==> src/rtl/core/spqs_pkg.sv <==
// Shared constants and types for the sine PCM quantizer and serializer.
package spqs_pkg;
    localparam int unsigned SIN_C1 = 51472;
    localparam int unsigned SIN_C3 = 21024;
    localparam int unsigned SIN_C5 = 2320;

    typedef enum logic [2:0] {
        REG_AMPLITUDE    = 3'd0,
        REG_PHASE_STEP   = 3'd1,
        REG_PHASE_OFFSET = 3'd2,
        REG_LEVELS       = 3'd3,
        REG_CODE_BITS    = 3'd4
    } t_reg_idx;
endpackage

==> src/rtl/core/spqs_cell.sv <==
// One pipeline cell: registers a stage result and hands it to the next cell.
module spqs_cell #(
    parameter int W = 8
) (
    input  logic         i_clk,
    input  logic         i_rst_n,
    input  logic         i_vld,
    input  logic [W-1:0] i_data,
    output logic         o_vld,
    output logic [W-1:0] o_data
);
    logic         r_vld;
    logic [W-1:0] r_data;

    always_ff @(posedge i_clk) begin
        if (!i_rst_n) begin
            r_vld <= 1'b0;
        end else begin
            r_vld <= i_vld;
        end
        r_data <= i_data;
    end

    assign o_vld  = r_vld;
    assign o_data = r_data;
endmodule

==> src/rtl/core/sine_pcm_quantize_serialize_top.sv <==
// Top level: sine source, uniform PCM quantizer and serial encoder.
//
// Usage: pulse i_start with i_time_index while busy is low. The block
// computes a sine sample through a row of pipeline cells (phase multiply,
// x squared, two polynomial steps, final multiply, quantizer multiply) and
// then shifts code_bits serial bits out MSB first, one per cycle, each on
// o_strobe for exactly one cycle, with o_is_last on the final bit and the
// level on o_level_value for every bit.
// busy holds off new requests until the next code word may follow
// (code_bits is clamped to 1..16), so each code word starts as the
// previous one ends and compute and output overlap.
// Configuration: i_cfg_valid/o_cfg_ready/i_cfg_index/i_cfg_data, always
// ready; write only while idle. Reset restores register defaults and drops
// all in-flight work. The receiver cannot stall the output.
module sine_pcm_quantize_serialize_top #(
    parameter int PHASE_BITS = 16
) (
    input  logic        i_clk,
    input  logic        i_rst_n,
    input  logic        i_start,
    output logic        busy,
    input  logic [31:0] i_time_index,
    input  logic        i_cfg_valid,
    output logic        o_cfg_ready,
    input  logic [2:0]  i_cfg_index,
    input  logic [31:0] i_cfg_data,
    output logic        o_strobe,
    output logic        o_bit_value,
    output logic        o_is_last,
    output logic [15:0] o_level_value
);
    localparam int PM = PHASE_BITS;

    logic [14:0] r_amplitude;
    logic [15:0] r_phase_step, r_phase_offset;
    logic [16:0] r_levels;
    logic [4:0]  r_code_bits;

    assign o_cfg_ready = 1'b1;
    always_ff @(posedge i_clk) begin
        if (!i_rst_n) begin
            r_amplitude    <= 15'd16384;
            r_phase_step   <= 16'd256;
            r_phase_offset <= 16'd0;
            r_levels       <= 17'd256;
            r_code_bits    <= 5'd8;
        end else if (i_cfg_valid) begin
            unique case (i_cfg_index)
                spqs_pkg::REG_AMPLITUDE:    r_amplitude    <= i_cfg_data[14:0];
                spqs_pkg::REG_PHASE_STEP:   r_phase_step   <= i_cfg_data[15:0];
                spqs_pkg::REG_PHASE_OFFSET: r_phase_offset <= i_cfg_data[15:0];
                spqs_pkg::REG_LEVELS:       r_levels       <= i_cfg_data[16:0];
                spqs_pkg::REG_CODE_BITS:    r_code_bits    <= i_cfg_data[4:0];
                default: ;
            endcase
        end
    end

    logic accept;
    assign accept = i_start && !busy;

    // Stage 0: phase and zero flag
    logic [PM-1:0] ph0;
    logic [PM-1:0] ph_prod;
    logic          zero0;
    assign ph_prod = PM'(32'(r_phase_step) * i_time_index[31:0]);
    assign ph0     = ph_prod + PM'(r_phase_offset);
    assign zero0   = i_time_index[31] || (r_amplitude == 15'd0);

    logic [31:0] p32;
    logic [14:0] x0r;
    logic [15:0] x0;
    assign p32 = 32'(ph0) << (32 - PM);
    assign x0r = p32[29:15];
    assign x0  = p32[30] ? (16'd32768 - {1'b0, x0r}) : {1'b0, x0r};

    localparam int W1 = 16 + 2 + 1;
    logic v1; logic [W1-1:0] d1;
    spqs_cell #(.W(W1)) u_c1 (.i_clk, .i_rst_n, .i_vld(accept),
        .i_data({x0, p32[31:30], zero0}), .o_vld(v1), .o_data(d1));

    // Stage 2: x2
    logic [31:0] sq;
    assign sq = 32'(d1[18:3]) * 32'(d1[18:3]);
    localparam int W2 = 16 + 16 + 3;
    logic v2; logic [W2-1:0] d2;
    spqs_cell #(.W(W2)) u_c2 (.i_clk, .i_rst_n, .i_vld(v1),
        .i_data({sq[30:15], d1[18:0]}), .o_vld(v2), .o_data(d2));

    // Stage 3: t = C3 - (C5*x2 >> 15)
    logic [31:0] m3;
    logic [15:0] t3;
    assign m3 = 32'(spqs_pkg::SIN_C5) * 32'(d2[34:19]);
    assign t3 = 16'(32'(spqs_pkg::SIN_C3) - (m3 >> 15));
    localparam int W3 = 16 + W2;
    logic v3; logic [W3-1:0] d3;
    spqs_cell #(.W(W3)) u_c3 (.i_clk, .i_rst_n, .i_vld(v2),
        .i_data({t3, d2}), .o_vld(v3), .o_data(d3));

    // Stage 4: t = C1 - (t*x2 >> 15)
    logic [31:0] m4;
    logic [15:0] t4;
    assign m4 = 32'(d3[50:35]) * 32'(d3[34:19]);
    assign t4 = 16'(32'(spqs_pkg::SIN_C1) - (m4 >> 15));
    localparam int W4 = 16 + 19;
    logic v4; logic [W4-1:0] d4;
    spqs_cell #(.W(W4)) u_c4 (.i_clk, .i_rst_n, .i_vld(v3),
        .i_data({t4, d3[18:0]}), .o_vld(v4), .o_data(d4));

    // Stage 5: y, clamp, sign, offset to unsigned s+32768
    logic [31:0] m5, y5;
    logic [15:0] yc;
    logic [16:0] u5;
    assign m5 = 32'(d4[34:19]) * 32'(d4[18:3]);
    assign y5 = m5 >> 15;
    assign yc = (y5 > 32'd32767) ? 16'd32767 : y5[15:0];
    always_comb begin
        if (d4[0])       u5 = 17'd32768;
        else if (d4[2])  u5 = 17'd32768 - 17'(yc);
        else             u5 = 17'd32768 + 17'(yc);
    end
    logic v5; logic [16:0] d5;
    spqs_cell #(.W(17)) u_c5 (.i_clk, .i_rst_n, .i_vld(v4),
        .i_data(u5), .o_vld(v5), .o_data(d5));

    // Stage 6: quantize
    logic [16:0] lv;
    logic [33:0] q6;
    logic [17:0] qs;
    logic [15:0] lvl6;
    assign lv = (r_levels > 17'd65536) ? 17'd65536 : r_levels;
    assign q6 = 34'(d5) * 34'(lv);
    assign qs = q6[33:16];
    always_comb begin
        if (lv < 17'd2)                  lvl6 = 16'd0;
        else if (qs > 18'(lv - 17'd1))   lvl6 = 16'(lv - 17'd1);
        else                             lvl6 = qs[15:0];
    end
    logic v6; logic [15:0] d6;
    spqs_cell #(.W(16)) u_c6 (.i_clk, .i_rst_n, .i_vld(v5),
        .i_data(lvl6), .o_vld(v6), .o_data(d6));

    // Serializer
    logic [4:0] nb;
    assign nb = (r_code_bits == 5'd0) ? 5'd1 :
                ((r_code_bits > 5'd16) ? 5'd16 : r_code_bits);

    logic [4:0]  r_left, n_left;
    logic [15:0] r_lvl, n_lvl;
    logic [4:0]  r_gap, n_gap;

    always_comb begin
        n_left = r_left;
        n_lvl  = r_lvl;
        if (r_left != 5'd0) n_left = r_left - 5'd1;
        if (v6) begin
            n_left = nb;
            n_lvl  = d6;
        end
        n_gap = r_gap;
        if (accept)              n_gap = nb - 5'd1;
        else if (r_gap != 5'd0)  n_gap = r_gap - 5'd1;
    end

    always_ff @(posedge i_clk) begin
        if (!i_rst_n) begin
            r_left <= 5'd0;
            r_gap  <= 5'd0;
        end else begin
            r_left <= n_left;
            r_gap  <= n_gap;
        end
        r_lvl <= n_lvl;
    end

    // Space requests so each word loads as the last bit leaves.
    assign busy = (r_gap != 5'd0);

    logic [4:0] sh;
    assign sh = r_left - 5'd1;
    assign o_strobe      = (r_left != 5'd0);
    assign o_bit_value   = r_lvl[sh[3:0]];
    assign o_is_last     = (r_left == 5'd1);
    assign o_level_value = r_lvl;
endmodule
==> config.mk <==
export PLATFORM = sky130hd
export DESIGN_NAME = sine_pcm_quantize_serialize_top
export DESIGN_NICKNAME = d
export VERILOG_FILES = /design/src/rtl/core/spqs_pkg.sv /design/src/rtl/core/spqs_cell.sv /design/src/rtl/core/sine_pcm_quantize_serialize_top.sv
export SDC_FILE = /design/constraint.sdc
export NUM_CORES = 2
export LEC_CHECK = 0
export BUFFER_PORTS_ARGS = -buffer_cell sky130_fd_sc_hd__buf_2
export CORE_MARGIN = 1
export CORE_UTILIZATION = 35
export CTS_CLUSTER_SIZE = 16
export DETAILED_ROUTE_END_ITERATION = 7
export SLEW_MARGIN = 40
export SYNTH_ARGS = -nofsm -noshare
export SYNTH_HDL_FRONTEND = slang
export SYNTH_SLANG_ARGS = --single-unit
==> constraint.sdc <==
create_clock -name i_clk -period 10 [get_ports i_clk]
set_input_delay 1 -clock i_clk [delete_from_list [all_inputs] [get_ports i_clk]]
set_output_delay 1 -clock i_clk [all_outputs]
set_load 0.005 [all_outputs]
; Yosys cells after proc, flatten, opt, wreduce, memory -nomap -nowiden
; Index checks and enable logic that the tools add are counted.
; Widths: inputs -> output; s select.
[totals]
out_inout_bits = 21
word_cells = 77
register_bits = 274
[op_classes]
reduce_logical = 15
n_eq_ne = 5
n_mul = 6
muxes = 13
add_sub_neg = 11
magnitude_cmp = 6
[op_table]
columns = operator, n
row1 = $mul 16x16->31, 2
row2 = $mul 17x17->34, 1
row3 = $mux 17, 2
row4 = $mul 16x16->32, 1
row5 = $mul 16x32->16, 1
row6 = $mux 16, 2
row7 = $mux 5, 6
row8 = $mul 8x16->24 const A, 1
row9 = $gt 18x18->1, 1
row10 = $sub 17x1->18 const B, 1
row11 = $add 16x16->17 const A, 1
row12 = $gt 17x15->1 const B, 1
row13 = $gt 17x17->1 const B, 1
row14 = $lt 17x2->1 const B, 1
row15 = $sub 16x16->17 const A, 1
row16 = $add 16x16->16, 1
row17 = $sub 15x13->16 const A, 1
row18 = $sub 16x1->16 const B, 1
row19 = $sub 16x15->16 const A, 1
row20 = $sub 16x16->16 const A, 1
row21 = $logic_not 15->1, 1
row22 = $mux 15, 1
row23 = $sub 5x1->5 const B, 3
row24 = $reduce_and 2->1, 5
row25 = other kinds (15), 18

; Longest topological paths before layout
[logic_depth]
ltp_word = 5
depth_mapped = 40
mapped_depth_nobuf = 38

; Modules after synthesis
; A second synthesis with hierarchy kept.
[hier_totals]
cells_unflattened = 5392
hier_area_um2 = 47954.7
[by_module_without_submodules]
columns = mod, area_per_inst_um2, cells_each, instances
row1 = sine_pcm_quantize_serialize_top, 44333.8, 5207, 1
row2 = spqs_cell (u_c2 ...), 726.9, 37, 2
row3 = spqs_cell (u_c3), 1047.3, 53, 1
row4 = spqs_cell (u_c1), 406.6, 21, 1
row5 = spqs_cell (u_c5), 366.6, 19, 1
row6 = spqs_cell (u_c6), 346.6, 18, 1

; Least setup slack after synthesis
; Ideal clock, no wire load.
[synth_path]
path_type = register to register
from = register r_levels[1]
to = register u_c6.r_data[11] (netlist: u_c6.o_data[11])
n_path_buf = 4
t_required_ns = 9.914
path_stages_with_launch = 35
t_arrival_ns = 8.657
setup_time_ns = 0.086
setup_slack_ns = 1.258
path_cell_list = dfxtp_1 > nor4_1 > nand2_1 > o21ai_1 > and2_1 > clkbuf_1 > clkbuf_1 > nand2_1 > fa_1 > fa_1 > fa_1 > fa_1 > inv_1 > fa_1 > inv_1 > fa_1 > inv_1 > ha_1 > nor4_1 > nand2_1 > a2111oi_0 > o311ai_0 > a21oi_1 > o221ai_1 > a211oi_1 > nor2_1 > ha_1 > o21a_1 > o211ai_1 > a21oi_1 > a211oi_1 > a31oi_1 > clkbuf_1 > clkbuf_1 > a211oi_1
[synth_via]
elab_chain_len = 5
elab_cells_between_ends = 8
[synth_rtl]
columns = item, line
row1 = start: declaration, sine_pcm_quantize_serialize_top.sv:36  ; logic [16:0] r_levels;
row2 = start signal: assignment, sine_pcm_quantize_serialize_top.sv:52  ; spqs_pkg::REG_LEVELS: r_levels <= i_cfg_data[16:0];
row3 = $gt 17x17->1, sine_pcm_quantize_serialize_top.sv:131  ; assign lv = (r_levels > 17'd65536) ? 17'd65536 : r_levels;
row4 = $mux 17 *, sine_pcm_quantize_serialize_top.sv:131
row5 = $mul 17x17->34 / $sub 17x1->18 (equally long branches), "sine_pcm_quantize_serialize_top.sv:132, sine_pcm_quantize_serialize_top.sv:136"
row6 = $gt 18x18->1, sine_pcm_quantize_serialize_top.sv:136  ; else if (qs > 18'(lv - 17'd1)) lvl6 = 16'(lv - 17'd1);
row7 = $mux 16, sine_pcm_quantize_serialize_top.sv:136
row8 = end signal: assignment, spqs_cell.sv:21  ; r_data <= i_data;
row9 = end: declaration, spqs_cell.sv:13  ; logic [W-1:0] r_data;
; Every way passes the cells marked *; elsewhere a longest branch is shown, timed or not.
; A chain may end at the register's enable or synchronous reset.

; Worst setup path after layout
[layout_path]
from = register r_levels[0]
to = register u_c6.r_data[6] (netlist: u_c6.o_data[6])
; The elaborated chain is that of the path after synthesis.

==> qor.csv <==
metric;value;unit
Worst-Skew Late Latency;620;ps
Max-slew headroom;43.6;%
Max Slew Vio Count;0;
wire length per cell;15.2;µm
Seq cells post-synth;265;
Worst Tran Pin Value;845;ps
CP Launch Type;flip-flop;
Synth top cells by count;inv_1, nand2_1, fa_1;
area grow syn2layout;7.01;%
multi-input combinational cell area;0.0354;mm²
FF/Latch Area;0.00547;mm²
Via density;4.79;
total number of vias;32731;
Final setup viols;0;
Main synth FF type;dfxtp_1;
I/O pin total;92;
routed wire length;104;mm
top cell type by total area after synthesis;fa_1;
Netlist cell types;86;
Final Cycle Share;93.8;%
Syn Inst Count;5144;
reported max-cap violation count;0;
GP Congestion;0.873;
first-pass GRT wire length;179;mm
min Tclk post-route;9380;ps
largest cells by area after synthesis;fa_1, ha_1, dfxtp_1;
initial DRC count;1536;
die span in x;364;µm
height of the die;364;µm
Hold-fix buffers, CTS;0;
Initial Util;35.3;%
Die ar.;0.132;mm²
critical path class;reg -> reg;
Hold Vio Cnt, Final;0;
Post-synth EDFFs;16;
DRC;0;
antenna viol nets, final;0;
crit end category;flip-flop;
number of buffers created by CTS;30;
clk buf depth;3;
crit-path max FO;12;
nets;6496;
max incr delay on CP;530;ps
CTS root buf;clkbuf_16;
CP arrival;9870;ps
CTS sink count;265;
Achievable Freq;107;MHz
final global-route overflow total;0;
antenna violations before repair;10;
Avg Cell Area, Syn;8.90;µm²
status;complete, no violations;
ys async rst share;0;%
top-count cell post-synth;inv_1;
post-synth net total;6571;
worst-path cell with the longest stage delay;fa_1;
DP HPWL;82.3;mm
WP data required;10480;ps
Sum Neg Setup Slack;0;ps
total track usage;16.6;%
row cnt;132;
core area;0.130;mm²
TritonRoute pass-1 iters;5;
Setup Skew;58.4;ps
vias in the first global route;34904;
most frequent CP cell;fa_1;
post-synthesis sequential area ratio;11.9;%
largest net degree at the start of global routing;82;
warnings from Yosys;0;
# fillers;13184;
H-tree lvl count;1;
Synth Cell Area;0.0458;mm²
share of layout cells above drive strength 1;4.06;%
CTS tree;yes;
clk slew on worst S/H paths;70;ps
Hold WC Path Type;reg -> reg;
port bufs;60;
top cell type's share of synthesized area;35.9;%
==> cell families after synthesis <==
logic type               after synthesis  synth area share [%]
flip-flops                           265                  11.9
multiplexers                          23                 0.645
XOR/XNOR                             162                  3.13
AND/OR/NAND/NOR                     1592                  16.5
other                                  2                0.0164
AO/OA/AOI/OAI                        431                  6.34
buffers and inverters               1313                  10.8
adder cells (fa/ha/maj)             1356                  50.5
==> critical path: cells and delay by family, from the launching register on <==
family | cells | cell delay (ps)
and+or+nand+nor | 9 | 1870
muxes | 1 | 160
AOI/OAI and AO/OA | 10 | 2330
buffers and inverters | 7 | 1010
adders and majority gates | 8 | 3360
DFF | 1 | 330
xor gates and xnor gates | 1 | 220
==> timing repair <==
item / 4_1_cts / 5_1_grt
endpoints found under the setup margin: 0 / 16
resized for setup: 0 / 8
endpoints found under the hold margin: 0 / 0
buffers inserted: 0 / 0
==> stage by stage <==
| stage | instance area, µm² | utilization [%] | hold WS, ps | worst slack (ps) | instances |
|---|---|---|---|---|---|
| after global routing | 49000 | 37.8 | 327 | -48.4 | 6836 |
| after global placement | 47800 | 36.9 | 311 | 425 | 6779 |
| after CTS | 48900 | 37.7 | 324 | 348 | 6835 |
| after floorplan | 45800 | - | 310 | 1260 | 5144 |
| final | 49000 | 37.8 | 318 | 615 | 6836 |
| after detailed placement | 47800 | 36.9 | 312 | 401 | 6779 |
==> path summary, 6_finish.rpt <==
path	from	endpoint	slack [ps]	depth (start not counted)
worst min-delay path	u_c3.o_data[2]$_DFF_P_	u_c4.o_data[2]$_DFF_P_	320	0
worst max-delay path	r_levels[0]$_SDFFE_PN0P_	u_c6.o_data[6]$_SDFF_PP0_	620	36
worst min register to register	u_c3.o_data[2]$_DFF_P_	u_c4.o_data[2]$_DFF_P_	320	0
worst max register to register	r_levels[0]$_SDFFE_PN0P_	u_c6.o_data[6]$_SDFF_PP0_	620	36
==> state kept, by name, indices dropped and copies added, names as in the netlist, 17 cells and up <==
register and count:
u_c3.o_data 48, u_c2.o_data 33, u_c4.o_data 33, r_levels 17, u_c1.o_data 17, u_c5.o_data 17
==> routing by layer <==
metal,global-route usage (%),up-vias,part of all wire (%)
li1,-,15502,-
met4,3.27,8,1.8
met1,22.4,16441,46
met3,1.54,140,4.1
met5,0,-,0.048
met2,28.8,640,48
==> layout make-up <==
type,instances,area share [%]
inverter,1100,8.43
clock buffer,37,1.76
clock inverter,19,0.580
timing repair buffer,106,1.36
sequential,265,11.2
multi-input combinational,3566,72.2
tap,1742,4.45
antenna,1,0.00511
==> cells in the final DEF (no fill, tap or decap), types with 32 or more instances in the layout <==
cell type | netlist | layout
a21boi_0 | 65 | 65
a21o_1 | 33 | 33
a21oi_1 | 105 | 104
and2_1 | 364 | 362
and3_1 | 62 | 62
buf_2 | 0 | 59
buf_4 | 3 | 45
clkbuf_16 | 0 | 32
dfxtp_1 | 249 | 244
fa_1 | 821 | 821
ha_1 | 535 | 535
inv_1 | 1100 | 1100
nand2_1 | 823 | 823
nand3_1 | 41 | 41
nor2_1 | 127 | 126
nor2b_1 | 40 | 37
nor3_1 | 44 | 44
o21ai_0 | 67 | 66
xnor2_1 | 115 | 115
xor2_1 | 46 | 46
Power is left out: the tool's default activity adds up to more than one toggle a clock period on the data nets, which glitch-free logic cannot reach.
